$ cat src/rtl/core/time_sorted_track_buffer_predictor_assert.svh
// ---------------------------------------------------------------------------
// assertion macros for the track buffer predictor
// ---------------------------------------------------------------------------
`ifndef TIME_SORTED_TRACK_BUFFER_PREDICTOR_ASSERT_SVH
`define TIME_SORTED_TRACK_BUFFER_PREDICTOR_ASSERT_SVH

// implication checked at every edge outside reset
`define TSTB_ASSERT_IMP(label, clk, rst_n, pre, post) \
    label: assert property (@(posedge clk) disable iff (!rst_n) (pre) |-> (post)) \
        else $error("assertion failed");

// implication checked in the cycle after the antecedent
`define TSTB_ASSERT_NEXT(label, clk, rst_n, pre, post) \
    label: assert property (@(posedge clk) disable iff (!rst_n) (pre) |=> (post)) \
        else $error("assertion failed");

`endif

$ cat src/rtl/core/tstb_pkg.sv
// ---------------------------------------------------------------------------
// tstb_pkg
// shared types and constants of the track buffer predictor
// ---------------------------------------------------------------------------
package tstb_pkg;

    localparam int DEPTH = 5;
    localparam int CW = $clog2(DEPTH + 1);
    localparam int IW = $clog2(DEPTH);
    localparam int PW = 24;

    localparam logic [1:0] ST_OK = 2'd0;
    localparam logic [1:0] ST_FEW = 2'd1;
    localparam logic [1:0] ST_ZERO_DT = 2'd2;

    localparam logic [22:0] MARGIN_RESET = 23'd2400;

    // entry record
    typedef struct packed {
        logic [31:0]          stamp;
        logic signed [PW-1:0] pos_x;
        logic signed [PW-1:0] pos_y;
        logic signed [PW-1:0] nxt_x;
        logic signed [PW-1:0] nxt_y;
    } entry_t;

    // controller commands
    typedef struct packed {
        logic load;      // capture input word, compute clamp
        logic drop;      // shift out earliest entry
        logic shift;     // move entry up at insert pointer
        logic place;     // write new entry at insert pointer
        logic pred;      // compute predict terms, write back
        logic div_start; // start both dividers
        logic done;      // register result word
    } cmd_t;

    // datapath status
    typedef struct packed {
        logic is_pred;
        logic full;
        logic few;
        logic need_shift;
        logic div_busy;
    } stat_t;

endpackage

$ cat src/rtl/core/tstb_ctrl.sv
// ---------------------------------------------------------------------------
// tstb_ctrl
// sequencer for insert and predict operations
// ---------------------------------------------------------------------------
module tstb_ctrl
(
    input  logic             clk,
    input  logic             rst_n,
    input  logic             in_valid,
    output logic             in_ready,
    input  logic             out_busy,
    input  tstb_pkg::stat_t  st,
    output tstb_pkg::cmd_t   cmd
);

    typedef enum logic [2:0] {S_IDLE, S_DEC, S_SHIFT, S_PRED, S_DIV, S_WAIT, S_DONE} state_t;

    state_t state_reg, state_next;

    assign in_ready = (state_reg == S_IDLE);

    // next state and commands
    always_comb
    begin
        state_next = state_reg;
        cmd = '0;
        case (state_reg)
            S_IDLE:
            begin
                if (in_valid)
                begin
                    cmd.load = 1'b1;
                    state_next = S_DEC;
                end
            end
            S_DEC:
            begin
                if (!st.is_pred)
                begin
                    if (st.full)
                        cmd.drop = 1'b1;
                    state_next = S_SHIFT;
                end
                else if (st.few)
                    state_next = S_DONE;
                else
                    state_next = S_PRED;
            end
            S_SHIFT:
            begin
                if (st.need_shift)
                    cmd.shift = 1'b1;
                else
                begin
                    cmd.place = 1'b1;
                    state_next = S_DONE;
                end
            end
            S_PRED:
            begin
                cmd.pred = 1'b1;
                state_next = S_DIV;
            end
            S_DIV:
            begin
                cmd.div_start = 1'b1;
                state_next = S_WAIT;
            end
            S_WAIT:
            begin
                if (!st.div_busy)
                    state_next = S_DONE;
            end
            S_DONE:
            begin
                if (!out_busy)
                begin
                    cmd.done = 1'b1;
                    state_next = S_IDLE;
                end
            end
            default:
            begin
                state_next = S_IDLE;
            end
        endcase
    end

    // state register
    always_ff @(posedge clk or negedge rst_n)
    begin
        if (!rst_n)
            state_reg <= S_IDLE;
        else
            state_reg <= state_next;
    end

endmodule

$ cat src/rtl/core/tstb_div.sv
// ---------------------------------------------------------------------------
// tstb_div
// radix-2 restoring divider, signed 35-bit dividend by unsigned 32-bit
// divisor, quotient saturated to 32 bits
// ---------------------------------------------------------------------------
module tstb_div
(
    input  logic               clk,
    input  logic               rst_n,
    input  logic               start,
    input  logic signed [34:0] num,
    input  logic [31:0]        den,
    output logic               busy,
    output logic signed [31:0] quo
);

    logic [5:0]  cnt_reg, cnt_next;
    logic [33:0] q_reg, q_next;
    logic [32:0] r_reg, r_next;
    logic [31:0] d_reg, d_next;
    logic        neg_reg, neg_next;
    logic [32:0] trial;
    logic [33:0] mag;
    logic signed [35:0] sq;

    assign busy = (cnt_reg != 6'd0);
    assign mag = num[34] ? 34'(-num) : num[33:0];

    // one quotient bit per cycle
    always_comb
    begin
        cnt_next = cnt_reg;
        q_next = q_reg;
        r_next = r_reg;
        d_next = d_reg;
        neg_next = neg_reg;
        trial = {r_reg[31:0], q_reg[33]} - {1'b0, d_reg};
        if (start)
        begin
            cnt_next = 6'd34;
            q_next = mag;
            r_next = '0;
            d_next = den;
            neg_next = num[34];
        end
        else if (busy)
        begin
            cnt_next = cnt_reg - 6'd1;
            if (!trial[32])
            begin
                r_next = trial;
                q_next = {q_reg[32:0], 1'b1};
            end
            else
            begin
                r_next = {r_reg[31:0], q_reg[33]};
                q_next = {q_reg[32:0], 1'b0};
            end
        end
    end

    // signed saturation of the quotient
    always_comb
    begin
        sq = neg_reg ? -$signed({2'b00, q_reg}) : $signed({2'b00, q_reg});
        if (sq > 36'sd2147483647)
            quo = 32'h7fffffff;
        else if (sq < -36'sd2147483648)
            quo = 32'h80000000;
        else
            quo = sq[31:0];
    end

    always_ff @(posedge clk or negedge rst_n)
    begin
        if (!rst_n)
            cnt_reg <= '0;
        else
            cnt_reg <= cnt_next;
    end

    always_ff @(posedge clk)
    begin
        q_reg <= q_next;
        r_reg <= r_next;
        d_reg <= d_next;
        neg_reg <= neg_next;
    end

endmodule

$ cat src/rtl/core/tstb_datapath.sv
// ---------------------------------------------------------------------------
// tstb_datapath
// sorted entry registers, clamp logic, predict terms and result register
// ---------------------------------------------------------------------------
module tstb_datapath
(
    input  logic                 clk,
    input  logic                 rst_n,
    input  tstb_pkg::cmd_t       cmd,
    output tstb_pkg::stat_t      st,
    input  logic [22:0]          jump_margin,
    input  logic                 func,
    input  logic [31:0]          stamp_ms,
    input  logic signed [23:0]   pos_x,
    input  logic signed [23:0]   pos_y,
    input  logic signed [23:0]   proposed_x,
    input  logic signed [23:0]   proposed_y,
    input  logic                 out_ready,
    output logic                 out_valid,
    output logic [1:0]           status,
    output logic signed [23:0]   next_x,
    output logic signed [23:0]   next_y,
    output logic signed [23:0]   disp_x,
    output logic signed [23:0]   disp_y,
    output logic signed [31:0]   vel_x,
    output logic signed [31:0]   vel_y,
    output logic [tstb_pkg::CW-1:0] fill
);

    tstb_pkg::entry_t ent_reg [tstb_pkg::DEPTH];
    tstb_pkg::entry_t new_reg;
    logic func_reg;
    logic [tstb_pkg::CW-1:0] cnt_reg;
    logic [tstb_pkg::CW-1:0] ptr_reg;
    logic [tstb_pkg::IW-1:0] last_i, prev_i, ptr_i, ptrm_i;
    logic signed [23:0] dx_reg, dy_reg;
    logic [31:0] dt_reg;
    logic        qx_busy, qy_busy;
    logic signed [31:0] qx, qy;
    tstb_pkg::entry_t lst, prv;
    logic signed [24:0] dxw, dyw, nxw, nyw;
    logic signed [23:0] dxs, dys, nxs, nys;

    assign fill = cnt_reg;
    assign last_i = tstb_pkg::IW'(cnt_reg - 1'b1);
    assign prev_i = tstb_pkg::IW'(cnt_reg - 2'd2);
    assign ptr_i = tstb_pkg::IW'(ptr_reg);
    assign ptrm_i = tstb_pkg::IW'(ptr_reg - 1'b1);
    assign lst = ent_reg[last_i];
    assign prv = ent_reg[prev_i];

    assign st.is_pred = func_reg;
    assign st.full = (cnt_reg >= tstb_pkg::CW'(tstb_pkg::DEPTH));
    assign st.few = (cnt_reg < tstb_pkg::CW'(2));
    assign st.need_shift = (ptr_reg != '0) && (ent_reg[ptrm_i].stamp > new_reg.stamp);
    assign st.div_busy = qx_busy | qy_busy;

    // clamp of one axis against latest entry
    function automatic logic signed [23:0] clamp(input logic signed [23:0] p,
        input logic signed [23:0] q, input logic signed [23:0] lp,
        input logic signed [23:0] ln, input logic [22:0] m);
        logic signed [25:0] a, b;
        logic [25:0] an, bn;
        begin
            a = 26'(q) - 26'(p);
            b = 26'(ln) - 26'(lp);
            an = a[25] ? 26'(-a) : a;
            bn = (b[25] ? 26'(-b) : b) + 26'(m);
            clamp = (an > bn) ? lp : q;
        end
    endfunction

    // saturation to 24 bits
    function automatic logic signed [23:0] sat24(input logic signed [24:0] v);
        begin
            if (v > 25'sd8388607)
                sat24 = 24'h7fffff;
            else if (v < -25'sd8388608)
                sat24 = 24'h800000;
            else
                sat24 = v[23:0];
        end
    endfunction

    // predict terms
    always_comb
    begin
        dxw = 25'(lst.pos_x) - 25'(prv.pos_x);
        dyw = 25'(lst.pos_y) - 25'(prv.pos_y);
        dxs = sat24(dxw);
        dys = sat24(dyw);
        nxw = 25'(lst.pos_x) + 25'(dxs);
        nyw = 25'(lst.pos_y) + 25'(dys);
        nxs = sat24(nxw);
        nys = sat24(nyw);
    end

    // velocity dividers
    tstb_div u_div_x (.clk(clk), .rst_n(rst_n), .start(cmd.div_start),
        .num(35'(dx_reg) * 35'sd1000), .den(dt_reg), .busy(qx_busy), .quo(qx));
    tstb_div u_div_y (.clk(clk), .rst_n(rst_n), .start(cmd.div_start),
        .num(35'(dy_reg) * 35'sd1000), .den(dt_reg), .busy(qy_busy), .quo(qy));

    // control registers: fill count, insert pointer, output valid
    always_ff @(posedge clk or negedge rst_n)
    begin
        if (!rst_n)
        begin
            cnt_reg <= '0;
            ptr_reg <= '0;
            out_valid <= 1'b0;
        end
        else
        begin
            if (cmd.load)
                ptr_reg <= cnt_reg;
            if (cmd.drop)
            begin
                cnt_reg <= cnt_reg - 1'b1;
                ptr_reg <= cnt_reg - 1'b1;
            end
            if (cmd.shift)
                ptr_reg <= ptr_reg - 1'b1;
            if (cmd.place)
                cnt_reg <= cnt_reg + 1'b1;
            if (cmd.done)
                out_valid <= 1'b1;
            else if (out_ready)
                out_valid <= 1'b0;
        end
    end

    // entries and work registers
    always_ff @(posedge clk)
    begin
        if (cmd.load)
        begin
            func_reg <= func;
            new_reg.stamp <= stamp_ms;
            new_reg.pos_x <= pos_x;
            new_reg.pos_y <= pos_y;
            if (!st.few)
            begin
                new_reg.nxt_x <= clamp(pos_x, proposed_x, lst.pos_x, lst.nxt_x, jump_margin);
                new_reg.nxt_y <= clamp(pos_y, proposed_y, lst.pos_y, lst.nxt_y, jump_margin);
            end
            else
            begin
                new_reg.nxt_x <= proposed_x;
                new_reg.nxt_y <= proposed_y;
            end
        end
        if (cmd.drop)
        begin
            for (int k = 0; k + 1 < tstb_pkg::DEPTH; k++)
                ent_reg[k] <= ent_reg[k + 1];
        end
        if (cmd.shift)
            ent_reg[ptr_i] <= ent_reg[ptrm_i];
        if (cmd.place)
            ent_reg[ptr_i] <= new_reg;
        if (cmd.pred)
        begin
            ent_reg[last_i].nxt_x <= nxs;
            ent_reg[last_i].nxt_y <= nys;
            dx_reg <= dxs;
            dy_reg <= dys;
            dt_reg <= lst.stamp - prv.stamp;
            new_reg.nxt_x <= nxs;
            new_reg.nxt_y <= nys;
        end
        if (cmd.done)
        begin
            if (!func_reg)
            begin
                status <= tstb_pkg::ST_OK;
                next_x <= new_reg.nxt_x;
                next_y <= new_reg.nxt_y;
                disp_x <= '0;
                disp_y <= '0;
                vel_x <= '0;
                vel_y <= '0;
            end
            else if (st.few)
            begin
                status <= tstb_pkg::ST_FEW;
                next_x <= '0;
                next_y <= '0;
                disp_x <= '0;
                disp_y <= '0;
                vel_x <= '0;
                vel_y <= '0;
            end
            else
            begin
                next_x <= new_reg.nxt_x;
                next_y <= new_reg.nxt_y;
                disp_x <= dx_reg;
                disp_y <= dy_reg;
                if (dt_reg == '0)
                begin
                    status <= tstb_pkg::ST_ZERO_DT;
                    vel_x <= '0;
                    vel_y <= '0;
                end
                else
                begin
                    status <= tstb_pkg::ST_OK;
                    vel_x <= qx;
                    vel_y <= qy;
                end
            end
        end
    end

endmodule

$ cat src/rtl/core/time_sorted_track_buffer_predictor.sv
// ---------------------------------------------------------------------------
// time_sorted_track_buffer_predictor
// time-ordered position buffer with jump clamp and dead-reckoning predict
// ---------------------------------------------------------------------------
// channel  direction  handshake                 words
// in       input      in_valid / in_ready       func, stamp, positions
// out      output     out_valid / out_ready     status, next, disp, vel
// cfg      input      cfg_valid / cfg_ready     jump_margin
//
// insert: load, decode, a shift step per entry moved by the sorted shift, then place
// predict: terms, then the 34-step serial velocity divider; skipped with few entries
// one word in flight; a stalled result holds the next word in its last step
// reset empties the buffer and restores jump_margin to 2400
// ---------------------------------------------------------------------------
`include "time_sorted_track_buffer_predictor_assert.svh"

module time_sorted_track_buffer_predictor
(
    input  logic               clk,
    input  logic               rst_n,
    input  logic               in_valid,
    output logic               in_ready,
    input  logic               func,
    input  logic [31:0]        stamp_ms,
    input  logic signed [23:0] pos_x,
    input  logic signed [23:0] pos_y,
    input  logic signed [23:0] proposed_x,
    input  logic signed [23:0] proposed_y,
    output logic               out_valid,
    input  logic               out_ready,
    output logic [1:0]         status,
    output logic signed [23:0] next_x,
    output logic signed [23:0] next_y,
    output logic signed [23:0] disp_x,
    output logic signed [23:0] disp_y,
    output logic signed [31:0] vel_x,
    output logic signed [31:0] vel_y,
    input  logic               cfg_valid,
    output logic               cfg_ready,
    input  logic [22:0]        cfg_data
);

    tstb_pkg::cmd_t  cmd;
    tstb_pkg::stat_t st;
    logic [22:0] margin_reg;
    logic [tstb_pkg::CW-1:0] fill;
    logic [4:0] cmd_bits;

    assign cfg_ready = 1'b1;
    assign cmd_bits = {cmd.load, cmd.shift, cmd.place, cmd.pred, cmd.done};

    // config register
    always_ff @(posedge clk or negedge rst_n)
    begin
        if (!rst_n)
            margin_reg <= tstb_pkg::MARGIN_RESET;
        else if (cfg_valid)
            margin_reg <= cfg_data;
    end

    tstb_ctrl u_ctrl (.clk(clk), .rst_n(rst_n), .in_valid(in_valid),
        .in_ready(in_ready), .out_busy(out_valid && !out_ready), .st(st), .cmd(cmd));

    tstb_datapath u_dp (.clk(clk), .rst_n(rst_n), .cmd(cmd), .st(st),
        .jump_margin(margin_reg), .func(func), .stamp_ms(stamp_ms),
        .pos_x(pos_x), .pos_y(pos_y), .proposed_x(proposed_x),
        .proposed_y(proposed_y), .out_ready(out_ready), .out_valid(out_valid),
        .status(status), .next_x(next_x), .next_y(next_y), .disp_x(disp_x),
        .disp_y(disp_y), .vel_x(vel_x), .vel_y(vel_y), .fill(fill));

    // checks
    `TSTB_ASSERT_IMP(a_fill_max, clk, rst_n, 1'b1, fill <= tstb_pkg::CW'(tstb_pkg::DEPTH))
    `TSTB_ASSERT_IMP(a_one_cmd, clk, rst_n, 1'b1, $onehot0(cmd_bits))
    `TSTB_ASSERT_NEXT(a_done_valid, clk, rst_n, cmd.done, out_valid)
    `TSTB_ASSERT_IMP(a_status_code, clk, rst_n, out_valid, status <= tstb_pkg::ST_ZERO_DT)

endmodule

$ cat config.mk
export PLATFORM = sky130hd
export DESIGN_NAME = time_sorted_track_buffer_predictor
export DESIGN_NICKNAME = d
export VERILOG_FILES = /design/src/rtl/core/tstb_pkg.sv /design/src/rtl/core/tstb_ctrl.sv /design/src/rtl/core/tstb_div.sv /design/src/rtl/core/tstb_datapath.sv /design/src/rtl/core/time_sorted_track_buffer_predictor.sv
export VERILOG_INCLUDE_DIRS = /design/src /design/src/rtl/core
export SDC_FILE = /design/constraint.sdc
export NUM_CORES = 2
export LEC_CHECK = 0
export BUFFER_PORTS_ARGS = -buffer_cell sky130_fd_sc_hd__buf_4
export CORE_MARGIN = 3
export CORE_UTILIZATION = 55
export CTS_CLUSTER_SIZE = 24
export DETAILED_ROUTE_END_ITERATION = 10
export MAX_ROUTING_LAYER = met4
export PLACE_DENSITY_LB_ADDON = 0.08
export REMOVE_ABC_BUFFERS = 1
export SLEW_MARGIN = 15
export SYNTH_ARGS = -nofsm -noshare
export SYNTH_HDL_FRONTEND = slang
export SYNTH_SLANG_ARGS = --single-unit
export TNS_END_PERCENT = 10
$ cat constraint.sdc
create_clock -name clk -period 25 [get_ports clk]
set_input_delay 3.75 -clock clk [delete_from_list [all_inputs] [get_ports clk]]
set_output_delay 3.75 -clock clk [all_outputs]
set_load 0.1 [all_outputs]
# Yosys cells after proc, flatten, opt, wreduce, memory -nomap -nowiden
# Memory sizes are Yosys's and may differ from the RTL's.
# Cells that the tools add are included.
# word_totals
out_inout_bits	165
mem_count	1
register_bits	582
ram_bits	640
wordCells	198
in_bits	157
# op_classes
n_lt_le_gt_ge	17
bitwise	3
eq_ne	10
mux	84
reduce_logical	21
add_sub_neg	27
n_mul	2
# mem_list
memory	depth	word_bits	read_ports	rd_ports_with_merged_regs	write_ports	line	text
u_dp.ent_reg	5	128	7	0	4	tstb_datapath.sv:30	tstb_pkg::entry_t ent_reg [tstb_pkg::DEPTH];
# ops
op	n
$mux 128	3
$mux 24	14
$reduce_or 128->1	2
$mux 34	6
$sub 24x24->25	6
$mux 48	3
$mux 32	4
$mux 26	4
$neg 26->26	4
$gt 25x24->1 const B	4
$lt 25x24->1 const B	4
$gt 36x32->1 const B	2
$lt 36x32->1 const B	2
$mux 36	2
$neg 34->36	2
$neg 34->34	2
$sub 33x32->33	2
$mul 24x8->32 const B	2
$mux 31	2
$add 26x23->26	2
$gt 26x26->1	2
$add 24x24->25	2
$mux 3	13
$gt 32x32->1	1
other kinds (28)	74

# Depth between registers and ports, before layout
# An unclocked memory read counts as a cell.
# depth
depth_word	12
mapped_depth	48
ltp_nobuf	40

# Hierarchy
# Synthesis repeated with hierarchy kept, for this count alone.
# unflattened
cells_unflattened	10601
hier_area_um2	117307.5
# by_module_without_submodules
mod	cells_each	seq_area_each_um2	area_per_inst_um2	instances
tstb_datapath	8668	42065.3	100363.8	1
tstb_div at u_dp.u_div_x	943	2802.7	8017.7	1
tstb_div at u_dp.u_div_y	910	2802.7	7786.2	1
time_sorted_track_buffer_predictor	51	580.6	879.6	1
tstb_ctrl	29	75.1	260.2	1

# Worst setup path before layout
# No wires, ideal clock.
# synth_path
path_type	in2reg
startpoint	input port out_ready
endpoint	register u_dp.disp_x[0] (enable)
cell_stages	2
arrival_time_ns	10.548
slack_ns	13.766
setup_time_ns	0.686
path_buffers	0
required_ns	24.314
path_cell_list	nor2b_1 > nor2_1
# synth_rtl
item	line	text
start: declaration	time_sorted_track_buffer_predictor.sv:30	input logic out_ready,
end signal: assignment	tstb_datapath.sv:198	disp_x <= dx_reg;
end: declaration	tstb_datapath.sv:23	output logic signed [23:0] disp_x,

# Worst setup path after layout
# layout_path
startpoint	register u_dp.cnt_reg (netlist bit u_dp.fill[0])
endpoint	register u_dp.new_reg[47] (netlist bit), data pin
# layout_between
elab_chain_cells	11
word_cells_on_any_way	23
classes_between	add/sub (7); order compare (6); mux (9); memory (1)
# layout_lines
item	line	text
start: declaration	tstb_datapath.sv:33	logic [tstb_pkg::CW-1:0] cnt_reg;
start signal: assignment	tstb_datapath.sv:119	cnt_reg <= cnt_reg - 1'b1;
start signal: assignment	tstb_datapath.sv:125	cnt_reg <= cnt_reg + 1'b1;
$sub 3x1->3 / $sub 3x2->3 (equally long branches)	tstb_datapath.sv:45, tstb_datapath.sv:46	
$mem_v2 5x128	--	
$sub 24x24->25 (on tied branches)	tstb_datapath.sv:66, tstb_datapath.sv:88	
$neg 26->26 / $lt 25x24->1 (equally long branches)	tstb_datapath.sv:68, tstb_datapath.sv:78	
$mux 26 / $mux 24 (equally long branches)	tstb_datapath.sv:68, tstb_datapath.sv:78	
$add 26x23->26 / $mux 24 (equally long branches)	tstb_datapath.sv:68, tstb_datapath.sv:76	
$gt 26x26->1 / $add 24x24->25 (equally long branches)	tstb_datapath.sv:69, tstb_datapath.sv:92	
$mux 24 / $lt 25x24->1 (equally long branches)	tstb_datapath.sv:69, tstb_datapath.sv:78	
$mux 48 / $mux 24 (equally long branches)	tstb_datapath.sv:142, tstb_datapath.sv:78	
$mux 48 / $mux 24 (equally long branches)	tstb_datapath.sv:136, tstb_datapath.sv:76	
$mux 48 (*)	tstb_datapath.sv:162	if (cmd.pred)
end: declaration	tstb_datapath.sv:31	tstb_pkg::entry_t new_reg;
# Every way passes the cells marked *; elsewhere a longest branch is shown, timed or not. The select of a mux whose other input is x is not followed.
# A chain may end at the register's enable or synchronous reset.

==> reports/qor.csv <==
stage,metric,value,unit
outcome,outcome,finished clean,
hold_path,hold_path_end,u_dp.u_div_x.d_reg[19],
timing,worstMarginPinSlew,1380,ps
logic_synthesis,synth_seq_cells,1606,
critical_path,crit_required,25570,ps
route,via_per_inst,6.61,
die,die_y,457,µm
logic_synthesis,synth_edf_count,1497,
final_layout,layout.cells.non_filler,12200,
timing,rsz0062_at_grt,false,
clock_tree,cts_hold_buf,0,
final_layout,nFillCells,16100,
timing,max_freq,66.2,MHz
global_route,grt_use_total,33.1,%
timing,setup_viol,0,
route,ant_nets,0,
logic_synthesis,async_flop_share,2.80,%
logic_synthesis,synth_cells,9223,
clock_tree,cts_setup_buffers,0,
clock_tree,clkTransAtPathRegs,60,ps
final_layout,drive_gt1_share,21.1,%
clock_tree,numCtsBuffers,179,
place,pre_cts_ws,9930,ps
timing,fin_skew,54.1,ps
critical_path,cp_slowest_cell,dfrtp_4,
hold_path,hold_class,flop to flop,
logic_synthesis,synth_top_area_share,40.1,%
final_layout,largest_reg_flops,1024,
final_layout,fin_nets,10300,
global_route,grt_max_degree,112,
critical_path,startpoint_type,flop,
timing,max_slew_margin,6.84,%
logic_synthesis,ys.flop_type,edfxtp_1,
critical_path,r2r_cells,41,
critical_path,reg2reg_setup_slack,9900,ps
logic_synthesis,yosysWarnings,0,
global_route,grt_pass1_vias,78400,
final_layout,areaGrowthSynthToFinish,9.93,%
logic_synthesis,syn_avg_cell_area,12.2,µm²
logic_synthesis,synthMostInstantiatedCell,edfxtp_1,
clock_tree,cts_resized,0,
timing,finalSetupTns,0,ps
die,fp.dieW,457,µm
die,dieArea,0.209,mm²
die,initial_core_util,55.4,%
global_route,grt_pass1_wl,506,mm
die,coreArea,0.202,mm²
logic_synthesis,synth-seq-area-share,42.3,%
logic_synthesis,ys_types,100,
die,rows,165,
place,io_buffers,320,
clock_tree,clock_path_buffers,3,
place,dp_hpwl,234,mm
clock_tree,cts_max_level,4,
clock_tree,cts_tree,yes,
place,placed_cells,11900,
route,dr.pass1.iters,9,
critical_path,r2r-start,u_dp.fill[0],
route,drc,0,
critical_path,end_kind,flop,
route,num_vias,80700,
hold_path,min_path_cells,0,
timing,slew_viol_final,0,
critical_path,reg2reg_to,u_dp.new_reg[47],
route,wl,341,mm
timing,fin_ws,9900,ps
route,wl_per_cell,27.9,µm
hold_path,worstHoldStart,u_dp.dt_reg[19],
critical_path,crit_fanout,55,
timing,min_period,15100,ps
final_layout,final_util,60.9,%
clock_tree,clock_sinks,1606,
global_route,grt_overflow,0,
die,ios,322,
place,place_congestion,0.974,
critical_path,critPathLaunch,u_dp.fill[0],
timing,hold_viol_final,0,
logic_synthesis,synth_top_cells_by_area,"edfxtp_1 (40%), mux4_2 (14%), ha_1 (6.8%)",
critical_path,cp.arrival,15670,ps
logic_synthesis,synthTopCellsByCount,"edfxtp_1 (1497), mux4_2 (672), ha_1 (606)",
clock_tree,cts-root-buf,clkbuf_16,
critical_path,critPathKind,flop to flop,
logic_synthesis,syn_area,0.112,mm²
timing,finalCritPeriodShare,60.4,%
global_route,antenna_found_initial,24,
critical_path,cpPeakStageDelay,1000,ps
logic_synthesis,synth_area_leader_cell,edfxtp_1,
flow_run,cap_violations,0,
clock_tree,clk_latency,860,ps
route,drt_iter0_drc,8961,
routing by layer:
layer	wire length (µm)	up-vias	part of all wire [%]	track usage [%]
met1	136000	40300	40	44.3
li1	-	35500	-	-
met3	33500	720	9.8	6.07
met2	155000	4179	45	49.5
met4	16900	0	5.0	14.8
met5	0	-	0	-
placed cells by master, fill, tap and decap left out, drive strengths merged, types with 22 or more instances in the layout:
cell | Yosys | routed
a211oi | 108 | 108
o21a | 109 | 109
mux2i | 290 | 290
nand4 | 47 | 47
nand2b | 76 | 76
o21bai | 34 | 34
dfrtp | 41 | 41
nand2 | 577 | 577
and3 | 42 | 42
a21oi | 506 | 506
o31ai | 151 | 151
or3 | 43 | 43
fa | 196 | 196
o211ai | 23 | 23
or4 | 25 | 25
a21o | 171 | 171
dfxtp | 64 | 64
a31oi | 52 | 52
nand3 | 81 | 81
mux2 | 481 | 481
clkbuf | 375 | 219
mux4 | 672 | 672
or2 | 33 | 33
nor2b | 68 | 68
xor2 | 242 | 242
nor2 | 438 | 438
buf | 108 | 444
ha | 606 | 606
nor4 | 38 | 38
o21ai | 650 | 650
edfxtp | 1497 | 1497
inv | 590 | 597
and2 | 113 | 113
xnor2 | 298 | 298
diode | 0 | 22
clkinv | 0 | 70
nor3 | 93 | 93
cell families after synthesis:
logic type	after synthesis	share of synthesized area (%)
AO/OA/AOI/OAI	2016	11.2
buffers and inverters	1073	3.66
AND/OR/NAND/NOR	1737	7.44
adder cells (fa/ha/maj)	806	10.3
XOR/XNOR	540	4.22
other	2	0.00670
multiplexers	1443	20.9
flip-flops	1606	42.3
worst max-delay path by stage:
stage                          end  slack [ps]  cells past startpoint
3_3_place_gp      u_dp.new_reg[39]       10300                     40
4_1_cts           u_dp.new_reg[46]        9890                     42
6_report          u_dp.new_reg[47]        9900                     41
2_1_floorplan     u_dp.new_reg[24]       -9210                     38
3_5_place_dp      u_dp.new_reg[47]        9930                     41
5_1_grt        u_dp.ent_reg[0][34]        8810                     33
critical path: cells and delay by family, from the launching register on:
family | cells | cell delay, ps
buffers and inverters | 8 | 5490
XOR/XNOR | 2 | 360
multiplexers | 3 | 1220
adder cells (fa/ha/maj) | 3 | 930
AND/OR/NAND/NOR | 6 | 950
AO/OA/AOI/OAI | 19 | 4590
flip-flops | 1 | 1000
per-stage QoR:
stage	hold slack [ps]	area, µm²
after floorplan	427	110000
after global placement	436	117000
after detailed placement	437	117000
after CTS	454	123000
after global routing	475	123000
final	450	123000
area by class of cell:
type | instances | area (µm²) | area share (%)
clock buffer | 219 | 4710 | 3.82
multi-input combinational | 6545 | 61000 | 49.5
inverter | 590 | 2220 | 1.81
clock inverter | 109 | 1200 | 0.972
tap | 2672 | 3340 | 2.71
timing repair buffer | 444 | 3350 | 2.71
sequential | 1606 | 47400 | 38.4
antenna | 22 | 55.1 | 0.0447
Power is left out: the tool's default activity adds up to more than one toggle a clock period on the data nets, which glitch-free logic cannot reach.
